--- config.mk ---
export PLATFORM = sky130hd
export DESIGN_NAME = mesh_packet_rx_filter
export DESIGN_NICKNAME = d
export VERILOG_FILES = /design/src/rtl/core/mprf_pkg.sv /design/src/rtl/core/mprf_ctrl.sv /design/src/rtl/core/mprf_datapath.sv /design/src/rtl/core/mesh_packet_rx_filter.sv
export SDC_FILE = /design/constraint.sdc
export NUM_CORES = 2
export LEC_CHECK = 0
export ABC_AREA = 0
export BUFFER_PORTS_ARGS = -buffer_cell sky130_fd_sc_hd__buf_2
export CAP_MARGIN = 20
export CORE_MARGIN = 2
export CORE_UTILIZATION = 65
export CTS_CLUSTER_DIAMETER = 80
export DETAILED_ROUTE_END_ITERATION = 10
export PLACE_DENSITY = 0.82
export SLEW_MARGIN = 5
export SYNTH_ARGS = -nofsm -noshare
export SYNTH_HDL_FRONTEND = slang
export SYNTH_SLANG_ARGS = --single-unit
--- constraint.sdc ---
create_clock -name clk -period 13.2 [get_ports clk]
set_input_delay 0 -clock clk [delete_from_list [all_inputs] [get_ports clk]]
set_output_delay 0 -clock clk [all_outputs]
set_load 0.01 [all_outputs]
--- src/rtl/core/mprf_pkg.sv ---
`timescale 1ns / 1ps

package mprf_pkg;

  // Shortest packet that still carries a whole header
  localparam int unsigned HEADER_BYTES = 10;

  localparam int unsigned CFG_IDX_W  = 3;
  localparam int unsigned CFG_DATA_W = 16;

  typedef enum logic [2:0] {
    VERDICT_SHORT     = 3'd0,
    VERDICT_OTHER_NET = 3'd1,
    VERDICT_OWN_ECHO  = 3'd2,
    VERDICT_AUTH_FAIL = 3'd3,
    VERDICT_DUPLICATE = 3'd4,
    VERDICT_ACCEPTED  = 3'd5
  } verdict_t;

  typedef enum logic [1:0] {
    HELLO_NONE  = 2'd0,
    HELLO_PLAIN = 2'd1,
    HELLO_ASK   = 2'd2
  } hello_t;

  typedef enum logic [CFG_IDX_W-1:0] {
    CFG_OWN_NETWORK  = 3'd0,
    CFG_OWN_ID       = 3'd1,
    CFG_BROADCAST_ID = 3'd2,
    CFG_CIPHER_ON    = 3'd3,
    CFG_HELLO_TYPE   = 3'd4
  } cfg_idx_t;

  typedef enum logic [2:0] {
    ST_IDLE,
    ST_CHECK,
    ST_SCAN,
    ST_SCAN_END,
    ST_COMMIT
  } ctrl_state_t;

  // Commands from the controller to the datapath
  typedef struct packed {
    logic load;        // capture the request header
    logic scan_start;  // clear scan index and match flags
    logic scan_step;   // read one ring entry and one peer slot, advance
    logic emit_early;  // register a result for a header-check drop
    logic emit_final;  // register the final result and commit state
  } dp_cmd_t;

  // Status from the datapath to the controller
  typedef struct packed {
    logic early_drop;  // header checks reject the request
    logic scan_last;   // scan index is on its last position
  } dp_status_t;

endpackage

--- src/rtl/core/mprf_ctrl.sv ---
`timescale 1ns / 1ps

module mprf_ctrl import mprf_pkg::*; (
  input  logic       clk,
  input  logic       rst_n,
  input  logic       start,
  output logic       busy,
  input  dp_status_t status,
  output dp_cmd_t    cmd
);

  ctrl_state_t state_r, state_nxt;

  always_ff @(posedge clk) begin
    if (!rst_n) begin
      state_r <= ST_IDLE;
    end else begin
      state_r <= state_nxt;
    end
  end

  // Next state
  always_comb begin
    state_nxt = state_r;
    case (state_r)
      ST_IDLE: begin
        if (start) state_nxt = ST_CHECK;
      end
      ST_CHECK: begin
        state_nxt = status.early_drop ? ST_IDLE : ST_SCAN;
      end
      ST_SCAN: begin
        if (status.scan_last) state_nxt = ST_SCAN_END;
      end
      ST_SCAN_END: begin
        state_nxt = ST_COMMIT;
      end
      ST_COMMIT: begin
        state_nxt = ST_IDLE;
      end
      default: begin
        state_nxt = ST_IDLE;
      end
    endcase
  end

  // Outputs
  always_comb begin
    cmd  = '0;
    busy = 1'b1;
    case (state_r)
      ST_IDLE: begin
        busy     = 1'b0;
        cmd.load = start;
      end
      ST_CHECK: begin
        cmd.emit_early = status.early_drop;
        cmd.scan_start = !status.early_drop;
      end
      ST_SCAN: begin
        cmd.scan_step = 1'b1;
      end
      ST_SCAN_END: begin
        cmd = '0;
      end
      ST_COMMIT: begin
        cmd.emit_final = 1'b1;
      end
      default: begin
        cmd = '0;
      end
    endcase
  end

endmodule

--- src/rtl/core/mprf_datapath.sv ---
`timescale 1ns / 1ps

module mprf_datapath import mprf_pkg::*; #(
  parameter int unsigned SEEN_DEPTH = 32,
  parameter int unsigned PEER_SLOTS = 8
) (
  input  logic                  clk,
  input  logic                  rst_n,
  input  dp_cmd_t               cmd,
  output dp_status_t            status,
  input  logic                  cfg_we,
  input  logic [CFG_IDX_W-1:0]  cfg_index,
  input  logic [CFG_DATA_W-1:0] cfg_data,
  input  logic [7:0]            in_packet_len,
  input  logic [7:0]            in_packet_type,
  input  logic [7:0]            in_flag_byte,
  input  logic [7:0]            in_network_id,
  input  logic [15:0]           in_source_id,
  input  logic [15:0]           in_dest_id,
  input  logic [15:0]           in_seq_number,
  input  logic [7:0]            in_ttl_byte,
  input  logic                  in_auth_ok,
  output logic                  out_valid,
  output logic [2:0]            out_verdict,
  output logic                  out_deliver,
  output logic                  out_relay,
  output logic [7:0]            out_relay_ttl_byte,
  output logic                  out_peer_known,
  output logic [2:0]            out_peer_slot,
  output logic                  out_peer_added,
  output logic                  out_peer_direct,
  output logic [1:0]            out_hello_request
);

  localparam int unsigned SCAN_LEN = (SEEN_DEPTH > PEER_SLOTS) ? SEEN_DEPTH : PEER_SLOTS;
  localparam int unsigned IW   = $clog2(SCAN_LEN);
  localparam int unsigned SIW  = $clog2(SEEN_DEPTH);
  localparam int unsigned PIW  = (PEER_SLOTS > 1) ? $clog2(PEER_SLOTS) : 1;
  localparam int unsigned CW   = $clog2(PEER_SLOTS + 1);
  localparam int unsigned CMPW = (IW > CW) ? IW : CW;

  // Configuration registers
  logic [7:0]  own_network_r;
  logic [15:0] own_id_r;
  logic [15:0] broadcast_id_r;
  logic        cipher_on_r;
  logic [7:0]  hello_type_r;

  always_ff @(posedge clk) begin
    if (!rst_n) begin
      own_network_r  <= 8'd0;
      own_id_r       <= 16'd1;
      broadcast_id_r <= 16'hFFFF;
      cipher_on_r    <= 1'b0;
      hello_type_r   <= 8'd0;
    end else if (cfg_we) begin
      case (cfg_idx_t'(cfg_index))
        CFG_OWN_NETWORK:  own_network_r  <= cfg_data[7:0];
        CFG_OWN_ID:       own_id_r       <= cfg_data;
        CFG_BROADCAST_ID: broadcast_id_r <= cfg_data;
        CFG_CIPHER_ON:    cipher_on_r    <= cfg_data[0];
        CFG_HELLO_TYPE:   hello_type_r   <= cfg_data[7:0];
        default: ;
      endcase
    end
  end

  // Captured header
  logic [7:0]  len_r, ptype_r, flags_r, net_r, ttl_r;
  logic [15:0] src_r, dst_r, seq_r;
  logic        auth_r;

  always_ff @(posedge clk) begin
    if (cmd.load) begin
      len_r   <= in_packet_len;
      ptype_r <= in_packet_type;
      flags_r <= in_flag_byte;
      net_r   <= in_network_id;
      src_r   <= in_source_id;
      dst_r   <= in_dest_id;
      seq_r   <= in_seq_number;
      ttl_r   <= in_ttl_byte;
      auth_r  <= in_auth_ok;
    end
  end

  logic [31:0] key;
  assign key = {src_r, seq_r};

  // Header checks in priority order
  verdict_t early_verdict;
  always_comb begin
    if (len_r < 8'(HEADER_BYTES))                  early_verdict = VERDICT_SHORT;
    else if (net_r != own_network_r)               early_verdict = VERDICT_OTHER_NET;
    else if (src_r == own_id_r)                    early_verdict = VERDICT_OWN_ECHO;
    else if (cipher_on_r && (!flags_r[0] || !auth_r)) early_verdict = VERDICT_AUTH_FAIL;
    else                                           early_verdict = VERDICT_ACCEPTED;
  end

  // Ring and peer table state
  logic [31:0]    seen_mem [SEEN_DEPTH];
  logic [15:0]    peer_mem [PEER_SLOTS];
  logic [SIW-1:0] seen_ptr_r;
  logic           seen_full_r;
  logic [CW-1:0]  peer_count_r;

  // Scan
  logic [IW-1:0]  idx_r;
  logic           pend_r, seen_ok_r, seen_zero_r, peer_ok_r, hit_r, found_r;
  logic [PIW-1:0] peer_idx_r, slot_r;
  logic [31:0]    seen_rd_r;
  logic [15:0]    peer_rd_r;
  logic           seen_ok, seen_zero, peer_ok;

  // Ring slots at and past the write pointer are unwritten until the first wrap
  // and stand for zero keys
  assign seen_ok   = (seen_full_r && ({1'b0, idx_r} < (IW+1)'(SEEN_DEPTH)))
                     || (idx_r < IW'(seen_ptr_r));
  assign seen_zero = !seen_full_r && ({1'b0, idx_r} < (IW+1)'(SEEN_DEPTH))
                     && (idx_r >= IW'(seen_ptr_r));
  assign peer_ok = CMPW'(idx_r) < CMPW'(peer_count_r);

  assign status.early_drop = (early_verdict != VERDICT_ACCEPTED);
  assign status.scan_last  = (idx_r == IW'(SCAN_LEN - 1));

  logic           commit, peer_room, add_peer;
  logic [PIW-1:0] slot_sel;

  assign commit    = cmd.emit_final && !hit_r;
  assign peer_room = peer_count_r < CW'(PEER_SLOTS);
  assign add_peer  = !found_r && peer_room;
  assign slot_sel  = add_peer ? peer_count_r[PIW-1:0] : slot_r;

  always_ff @(posedge clk) begin
    if (commit) seen_mem[seen_ptr_r] <= key;
    if (commit && add_peer) peer_mem[peer_count_r[PIW-1:0]] <= src_r;
    seen_rd_r   <= seen_mem[idx_r[SIW-1:0]];
    peer_rd_r   <= peer_mem[idx_r[PIW-1:0]];
    seen_ok_r   <= seen_ok;
    seen_zero_r <= seen_zero;
    peer_ok_r   <= peer_ok;
    peer_idx_r  <= idx_r[PIW-1:0];
  end

  always_ff @(posedge clk) begin
    if (!rst_n) begin
      seen_ptr_r   <= '0;
      seen_full_r  <= 1'b0;
      peer_count_r <= '0;
      idx_r        <= '0;
      pend_r       <= 1'b0;
      hit_r        <= 1'b0;
      found_r      <= 1'b0;
      slot_r       <= '0;
    end else begin
      pend_r <= cmd.scan_step;
      if (cmd.scan_start) begin
        idx_r   <= '0;
        hit_r   <= 1'b0;
        found_r <= 1'b0;
      end else begin
        if (cmd.scan_step) idx_r <= idx_r + 1'b1;
        if (pend_r) begin
          if ((seen_ok_r && (seen_rd_r == key)) || (seen_zero_r && (key == 32'd0)))
            hit_r <= 1'b1;
          if (peer_ok_r && (peer_rd_r == src_r) && !found_r) begin
            found_r <= 1'b1;
            slot_r  <= peer_idx_r;
          end
        end
      end
      if (commit) begin
        if (seen_ptr_r == SIW'(SEEN_DEPTH - 1)) begin
          seen_ptr_r  <= '0;
          seen_full_r <= 1'b1;
        end else begin
          seen_ptr_r <= seen_ptr_r + 1'b1;
        end
        if (add_peer) peer_count_r <= peer_count_r + 1'b1;
      end
    end
  end

  // Result registers
  logic       out_valid_r;
  logic [2:0] verdict_r;
  logic       deliver_r, relay_r, known_r, added_r, direct_r;
  logic [7:0] relay_ttl_r;
  logic [2:0] peer_slot_r;
  logic [1:0] hello_r;

  always_ff @(posedge clk) begin
    if (!rst_n) begin
      out_valid_r <= 1'b0;
    end else begin
      out_valid_r <= cmd.emit_early || cmd.emit_final;
    end
  end

  always_ff @(posedge clk) begin
    if (cmd.emit_early || (cmd.emit_final && hit_r)) begin
      verdict_r   <= cmd.emit_early ? early_verdict : VERDICT_DUPLICATE;
      deliver_r   <= 1'b0;
      relay_r     <= 1'b0;
      relay_ttl_r <= 8'd0;
      known_r     <= 1'b0;
      peer_slot_r <= 3'd0;
      added_r     <= 1'b0;
      direct_r    <= 1'b0;
      hello_r     <= HELLO_NONE;
    end else if (commit) begin
      verdict_r   <= VERDICT_ACCEPTED;
      deliver_r   <= (dst_r == own_id_r) || (dst_r == broadcast_id_r);
      relay_r     <= (dst_r != own_id_r) && (ttl_r[6:0] != 7'd0);
      relay_ttl_r <= ((dst_r != own_id_r) && (ttl_r[6:0] != 7'd0))
                     ? {1'b1, ttl_r[6:0] - 7'd1} : 8'd0;
      known_r     <= found_r || add_peer;
      peer_slot_r <= (found_r || add_peer) ? 3'(slot_sel) : 3'd0;
      added_r     <= add_peer;
      direct_r    <= !ttl_r[7];
      hello_r     <= !add_peer ? HELLO_NONE
                     : ((ptype_r != hello_type_r) ? HELLO_ASK : HELLO_PLAIN);
    end
  end

  assign out_valid          = out_valid_r;
  assign out_verdict        = verdict_r;
  assign out_deliver        = deliver_r;
  assign out_relay          = relay_r;
  assign out_relay_ttl_byte = relay_ttl_r;
  assign out_peer_known     = known_r;
  assign out_peer_slot      = peer_slot_r;
  assign out_peer_added     = added_r;
  assign out_peer_direct    = direct_r;
  assign out_hello_request  = hello_r;

endmodule

--- src/rtl/core/mesh_packet_rx_filter.sv ---
`timescale 1ns / 1ps
// Channel   Handshake                Payload
// input     start / busy             in_packet_len .. in_auth_ok (one header request)
// result    out_valid strobe         out_verdict .. out_hello_request
// config    cfg_valid / cfg_ready    cfg_index, cfg_data
//
// A request is taken when start is high and busy is low.
// A request dropped by the header checks has its result registered in the header
// check state; any other request walks the duplicate ring and peer table one entry a
// cycle, then passes the scan end and commit states before its result shows. The
// next request may be taken in the cycle the result shows. Results cannot be
// stalled; out_valid is high for exactly one cycle.
// Synchronous reset empties the peer table and restarts the ring fill mark; ring
// slots not yet written since reset count as zero keys, so no clearing pass is
// needed. cfg_ready is always high.

module mesh_packet_rx_filter import mprf_pkg::*; #(
  parameter int unsigned SEEN_DEPTH = 32,
  parameter int unsigned PEER_SLOTS = 8
) (
  input  logic                  clk,
  input  logic                  rst_n,
  // request channel
  input  logic                  start,
  output logic                  busy,
  input  logic [7:0]            in_packet_len,
  input  logic [7:0]            in_packet_type,
  input  logic [7:0]            in_flag_byte,
  input  logic [7:0]            in_network_id,
  input  logic [15:0]           in_source_id,
  input  logic [15:0]           in_dest_id,
  input  logic [15:0]           in_seq_number,
  input  logic [7:0]            in_ttl_byte,
  input  logic                  in_auth_ok,
  // result channel
  output logic                  out_valid,
  output logic [2:0]            out_verdict,
  output logic                  out_deliver,
  output logic                  out_relay,
  output logic [7:0]            out_relay_ttl_byte,
  output logic                  out_peer_known,
  output logic [2:0]            out_peer_slot,
  output logic                  out_peer_added,
  output logic                  out_peer_direct,
  output logic [1:0]            out_hello_request,
  // configuration channel
  input  logic                  cfg_valid,
  output logic                  cfg_ready,
  input  logic [CFG_IDX_W-1:0]  cfg_index,
  input  logic [CFG_DATA_W-1:0] cfg_data
);

  dp_cmd_t    cmd;
  dp_status_t status;

  // User must change registers only between requests (unenforced); writes are taken
  assign cfg_ready = 1'b1;

  // Sequencer: take request, check header, then emit a drop, or scan, commit and emit
  mprf_ctrl u_ctrl (
    .clk    (clk),
    .rst_n  (rst_n),
    .start  (start),
    .busy   (busy),
    .status (status),
    .cmd    (cmd)
  );

  // Header checks, duplicate ring, peer table and result registers
  mprf_datapath #(
    .SEEN_DEPTH (SEEN_DEPTH),
    .PEER_SLOTS (PEER_SLOTS)
  ) u_dp (
    .clk                (clk),
    .rst_n              (rst_n),
    .cmd                (cmd),
    .status             (status),
    .cfg_we             (cfg_valid && cfg_ready),
    .cfg_index          (cfg_index),
    .cfg_data           (cfg_data),
    .in_packet_len      (in_packet_len),
    .in_packet_type     (in_packet_type),
    .in_flag_byte       (in_flag_byte),
    .in_network_id      (in_network_id),
    .in_source_id       (in_source_id),
    .in_dest_id         (in_dest_id),
    .in_seq_number      (in_seq_number),
    .in_ttl_byte        (in_ttl_byte),
    .in_auth_ok         (in_auth_ok),
    .out_valid          (out_valid),
    .out_verdict        (out_verdict),
    .out_deliver        (out_deliver),
    .out_relay          (out_relay),
    .out_relay_ttl_byte (out_relay_ttl_byte),
    .out_peer_known     (out_peer_known),
    .out_peer_slot      (out_peer_slot),
    .out_peer_added     (out_peer_added),
    .out_peer_direct    (out_peer_direct),
    .out_hello_request  (out_hello_request)
  );

endmodule

* Yosys cells after proc, flatten, opt, wreduce, memory -nomap -nowiden
Memory sizes are Yosys's and may differ from the RTL's. A register that Yosys moved wholly into a read port is not among the register bits.
Index checks and enable logic that the tools add are counted.
** Operators by class
- Add/subtract/negate cells :: 4
- Order comparisons :: 5
- Equality and inequality tests :: 21
- Mux-type cells :: 27
- Bitwise gates (word level) :: 2
- Reduce and logical (&&, ||, !) cells :: 42
** Operators by type and width (count)
- $eq A16 B16 Y1 :: 4
- $mux W3 :: 11
- $eq A32 B32 Y1 :: 1
- $logic_not A32 Y1 :: 1
- $reduce_and A2 Y1 :: 10
- $ne A16 B16 Y1 :: 1
- $ne A8 B8 Y1 :: 2
- $eq A3 B2 Y1 const B :: 4
- $pmux W3 S4 :: 1
- $logic_and A1 B1 Y1 :: 11
- $add A5 B1 Y5 const B :: 2
- $eq A5 B5 Y1 const B :: 2
- $mux W1 :: 10
- $lt A8 B4 Y1 const B :: 1
- $mux W8 :: 1
- $logic_not A1 Y1 :: 7
- $logic_or A1 B1 Y1 :: 7
- $reduce_bool A7 Y1 :: 1
- $sub A7 B1 Y7 const B :: 1
- $eq A3 B1 Y1 const B :: 2
- $eq A3 B3 Y1 const B :: 2
- $logic_not A3 Y1 :: 2
- $mux W2 :: 3
- $ge A5 B5 Y1 :: 1
- 11 further kinds :: 13
** Storage, ports and cells
- Register bits :: 183
- RAM bits :: 1152
- Input port bits :: 112
- Word-level logic and storage cells :: 140
- Memories kept :: 2
** Memories
- u_dp.seen_mem :: depth 32, width 32, read ports 1, clocked after Yosys merged registers in 1, wr ports 1, RTL line mprf_datapath.sv:101 : logic [31:0] seen_mem [SEEN_DEPTH];
- u_dp.peer_mem :: depth 8, width 16, read ports 1, clocked after Yosys merged registers in 1, wr ports 1, RTL line mprf_datapath.sv:102 : logic [15:0] peer_mem [PEER_SLOTS];

* Logic depth before layout (Yosys ltp)
- Depth after elaboration :: 12
- Depth in mapped cells :: 10
- Depth with buffers taken out :: 7

* Hierarchy
A second synthesis with hierarchy kept.
** Second synthesis, totals
- Cells, all modules :: 2594
- Area, all modules :: 52437.8 um^2
** Modules (own cells, without submodules)
- mprf_datapath :: times used 1, cells an instance 2573, area an instance 52260.1 um^2, sequential area each 39958.3 um^2
- mprf_ctrl :: times used 1, cells an instance 19, area an instance 166.4 um^2, sequential area each 60.1 um^2
- mesh_packet_rx_filter :: times used 1, cells an instance 2, area an instance 11.3 um^2, sequential area each 0.0 um^2

* Least setup slack after synthesis
No wires, ideal clock.
- Path kind :: reg2reg
- From :: register u_ctrl.state_r[2]
- To :: register u_dp.auth_r (enable)
- Setup time :: 0.521 ns
- Arrival :: 4.162 ns
- Required time :: 12.679 ns
- Path slack :: 8.517 ns
- Stages on the path, launching flop included :: 3
- Period minus slack after synthesis :: 4.683 ns
- Cell sequence :: dfxtp_1 or3_1 nor2_1
** RTL lines
- start, declared :: RTL line mprf_ctrl.sv:12 : ctrl_state_t state_r, state_nxt;
- start signal, assigned :: RTL line mprf_ctrl.sv:18 : state_r <= state_nxt;
- end signal, assigned :: RTL line mprf_datapath.sv:83 : auth_r <= in_auth_ok;
- end, declared :: RTL line mprf_datapath.sv:71 : logic auth_r;

==> summary.md <==
| Metric | Value |
|---|---|
| Largest net degree at the start of global routing | 166 |
| CTS tree | done |
| Die W | 288 um |
| Finish-stage setup viols | 0 |
| Storage element area | 40,000 um^2 |
| Multi-input gate area | 12,100 um^2 |
| Worst Hold Depth | 2 |
| Ratio of cells with drive above 1 in the final layout | 28.3% |
| Initial Util | 65.4% |
| Synth Cell Area | 52,400 um^2 |
| Worst Hold Path EP | u_dp.src_r[14] |
| Netlist cell types | 49 |
| # hold bufs at CTS | 203 |
| Vias per std cell | 7.13 |
| Die area | 82,900 um^2 |
| Num ports | 136 |
| Top cell type's share of synthesized area | 70.8% |
| Status | finished clean |
| Most frequent cell after synthesis | edfxtp_1 |
| Post-Synthesis Cells | 2,461 |
| Syn Nets | 2,591 |
| Max Cap Viol | 0 |
| Vias | 29,060 |
| Asr flop ratio synth | 0% |
| Worst-Skew Late Latency | 0.75 ns |
| Crit Path Category | register to register |
| Core area | 80,200 um^2 |
| Area Overhead vs Synth | 16.9% |
| Worst Path Required | 13.81 ns |
| Fin crit period | 4.26 ns |
| TritonCTS Sinks | 1,381 |
| Met1 WL | 46,800 um |
| Ys flop type | edfxtp_1 |
| Worst reg-to-reg path cell count | 6 |
| Reg2Reg Setup Slack | 8.94 ns |
| Cell area after layout | 61,200 um^2 |
| Drt pass-1 iters | 7 |
| Seq/Total Area, Yosys | 76.4% |
| Synthesized flop and latch total | 1,381 |
| Post_cts resized | 0 |
| Top routing layer in use | met4 |
| Final wirelength | 145,000 um |
| Cell area after placement | 54,700 um^2 |
| Finished Layout Cells | 4,074 |
| Antenna violations before repair | 2 |
| Rows | 104 |
| Pwr dens | 145 nW/um^2 |
| Layout net count | 3,029 |
| Final slew viol count | 0 |
| Crit-path max FO | 111 |
| Worst EP arrival | 4.87 ns |
| CTS root buffer | clkbuf_16 |
| Hold Vio Cnt, Final | 0 |
| Met2 wire length | 72,700 um |
| PortBufs | 126 |
| Skew final | 0.0378 ns |
| Chip Height | 288 um |
| Postcts setup bufs | 0 |
| Post-DRT Antenna Nets | 0 |
| CTS Buf Count | 133 |
| DP Wirelength | 64,100 um |
| Final period utilization | 32.2% |
| 1st-iter DRT viols | 4,562 |
| RSZ-0062 raised after global routing | false |
| Total chip power | 0.00886 W |
| Synth top cells by count | edfxtp_1, mux4_2, dfxtp_1, nand2_1, nor2_1 |
| First-pass GRT wire length | 207,000 um |
| Routed wl met3 | 15,700 um |
| Startpoint Class | register |
| Global-route usage over all layers | 35.8% |
| Hold WS | 0.00613 ns |
| Worst r2r src | u_dp.idx_r[0] |
| Dominant cell type by area after synthesis | edfxtp_1 |
| Placer congestion estimate | 0.863 |
| Mean Syn Cell Area | 21.3 um^2 |
| H-tree levels | 4 |
| Clock transition at path regs | 0.07 ns |
| Fill count | 3,758 |
| Setup TNS Final | 0 ns |
| Leak Pwr | 19.4 nW |
| Synth Warn # | 0 |
| Worst r2r dst | u_dp.seen_rd_r[9] |
| Max Root-Sink Buffers | 3 |
| Worst slew margin | 21.3% |
| Ranking of synthesized cells by area | edfxtp_1, mux4_2, dfxtp_1, xnor2_1, mux2_2 |
| Nature of the critical path endpoint | register |
| Global route total overflow | 0 |
| Max IR drop VDD | 120 uV |
| Fmax | 235 MHz |
| Number of global-route vias before repair | 30,243 |
| Worst hold path class | input pin to register |
| Inst Count DP | 3,614 |
| Worst Tran Pin Value | 1.18 ns |
| WL/cell | 35.7 um |
| Detailed-route DRC error count | 0 |
| EDFF count, synth | 1,236 |
| Worst Min Path Start | in_source_id[14] |
-- per-layer routing --
layer | track usage, % | vias up
met3 | 7.76 | 688
li1 | - | 10947
met2 | 58.9 | 2744
met4 | 21.5 | 0
met5 | 0 | -
met1 | 44.2 | 14681
-- metrics by stage --
step / utilization, % / setup slack, ns
floorplan: - / 8.52
global placement: 68.3 / 8.81
detailed placement: 68.3 / 8.75
CTS: 76.2 / 8.65
global route: 76.4 / 8.64
finish: 76.4 / 8.94
-- report_power, final --
| group | internal [W] | total [W] | leakage, nW | switching (W) |
|---|---|---|---|---|
| Clock | 0.00215 | 0.00384 | 2.12 | 0.00169 |
| Sequential | 0.00478 | 0.00480 | 12.3 | 0.0000239 |
| Combinational | 0.0000785 | 0.000206 | 4.89 | 0.000128 |
| Total | 0.00701 | 0.00886 | 19.4 | 0.00184 |
-- cell families after synthesis --
kind of cell / count (synthesis) / synth area share [%]
buffers and inverters: 126 / 1.08
xor gates and xnor gates: 122 / 2.04
DFF: 1381 / 76.4
adders and majority gates: 18 / 0.430
other: 1 / 0.00716
and+or+nand+nor: 326 / 2.86
muxes: 404 / 16.2
AOI/OAI and AO/OA: 83 / 0.965
-- worst max-delay path by stage --
stage | start | cells after the start | endpoint | slack, ns
floorplan | u_ctrl.state_r[2] | 2 | u_dp.auth_r | 8.52
global placement | u_dp.idx_r[0] | 5 | u_dp.seen_rd_r[1] | 8.81
detailed placement | u_dp.idx_r[0] | 5 | u_dp.seen_rd_r[1] | 8.75
CTS | u_dp.idx_r[0] | 5 | u_dp.seen_rd_r[9] | 8.65
global route | u_dp.idx_r[0] | 6 | u_dp.seen_rd_r[9] | 8.64
finish | u_dp.idx_r[0] | 6 | u_dp.seen_rd_r[9] | 8.94
-- critical path, stage by stage, from the launching register on --
cell and delay, ns:
dfxtp_4 0.87, buf_4 0.52, buf_16 0.31, buf_12 0.63, mux4_2 0.62, mux4_2 0.54, mux2_2 0.32
-- cell type report --
| class | count | share of cell area [%] |
|---|---|---|
| Sequential cell | 1381 | 65.4 |
| Multi-Input combinational cell | 954 | 19.7 |
| Clock buffer | 190 | 6.26 |
| Timing Repair Buffer | 413 | 5.58 |
| Tap cell | 1060 | 2.17 |
| Clock inverter | 55 | 0.778 |
| Inverter | 16 | 0.0981 |
| Antenna cell | 5 | 0.0204 |
-- flip-flops by register name, indices dropped and copies added, names as in the netlist, 8 cells and up --
signal,cells
u_dp.broadcast_id_r,16
u_dp.dst_r,16
u_dp.hello_type_r,8
u_dp.net_r,8
u_dp.out_relay_ttl_byte,8
u_dp.own_id_r,16
u_dp.own_network_r,8
u_dp.peer_mem,128
u_dp.peer_rd_r,16
u_dp.ptype_r,8
u_dp.seen_mem,1024
u_dp.seen_rd_r,32
u_dp.seq_r,16
u_dp.src_r,16
u_dp.ttl_r,8
-- cells in the final DEF (no fill, tap or decap), types with 3 or more instances in the layout --
| cell | instances |
|---|---|
| nand2_1 | 130 |
| clkinv_8 | 3 |
| clkbuf_1 | 36 |
| clkbuf_8 | 14 |
| mux4_2 | 352 |
| clkbuf_16 | 140 |
| diode_2 | 5 |
| nor4_1 | 25 |
| buf_4 | 76 |
| clkinv_1 | 17 |
| nand3_1 | 36 |
| nor3_1 | 7 |
| o21ai_0 | 11 |
| dlygate4sd3_1 | 203 |
| xor2_1 | 59 |
| nor2_4 | 33 |
| inv_1 | 16 |
| mux2_2 | 48 |
| edfxtp_1 | 1236 |
| a2bb2oi_1 | 7 |
| nand2b_1 | 3 |
| or4_1 | 4 |
| buf_16 | 5 |
| inv_6 | 4 |
| nor4b_1 | 4 |
| a211oi_1 | 3 |
| nor3_2 | 5 |
| mux2i_1 | 4 |
| bufinv_16 | 6 |
| a21oi_1 | 48 |
| nor2_1 | 43 |
| xnor2_1 | 63 |
| dfxtp_1 | 140 |
| ha_1 | 18 |
| nand4_1 | 18 |
| dfxtp_4 | 4 |
| and3_1 | 4 |
| clkinv_2 | 21 |
| buf_2 | 127 |
Power figures use the tool's default switching activity.
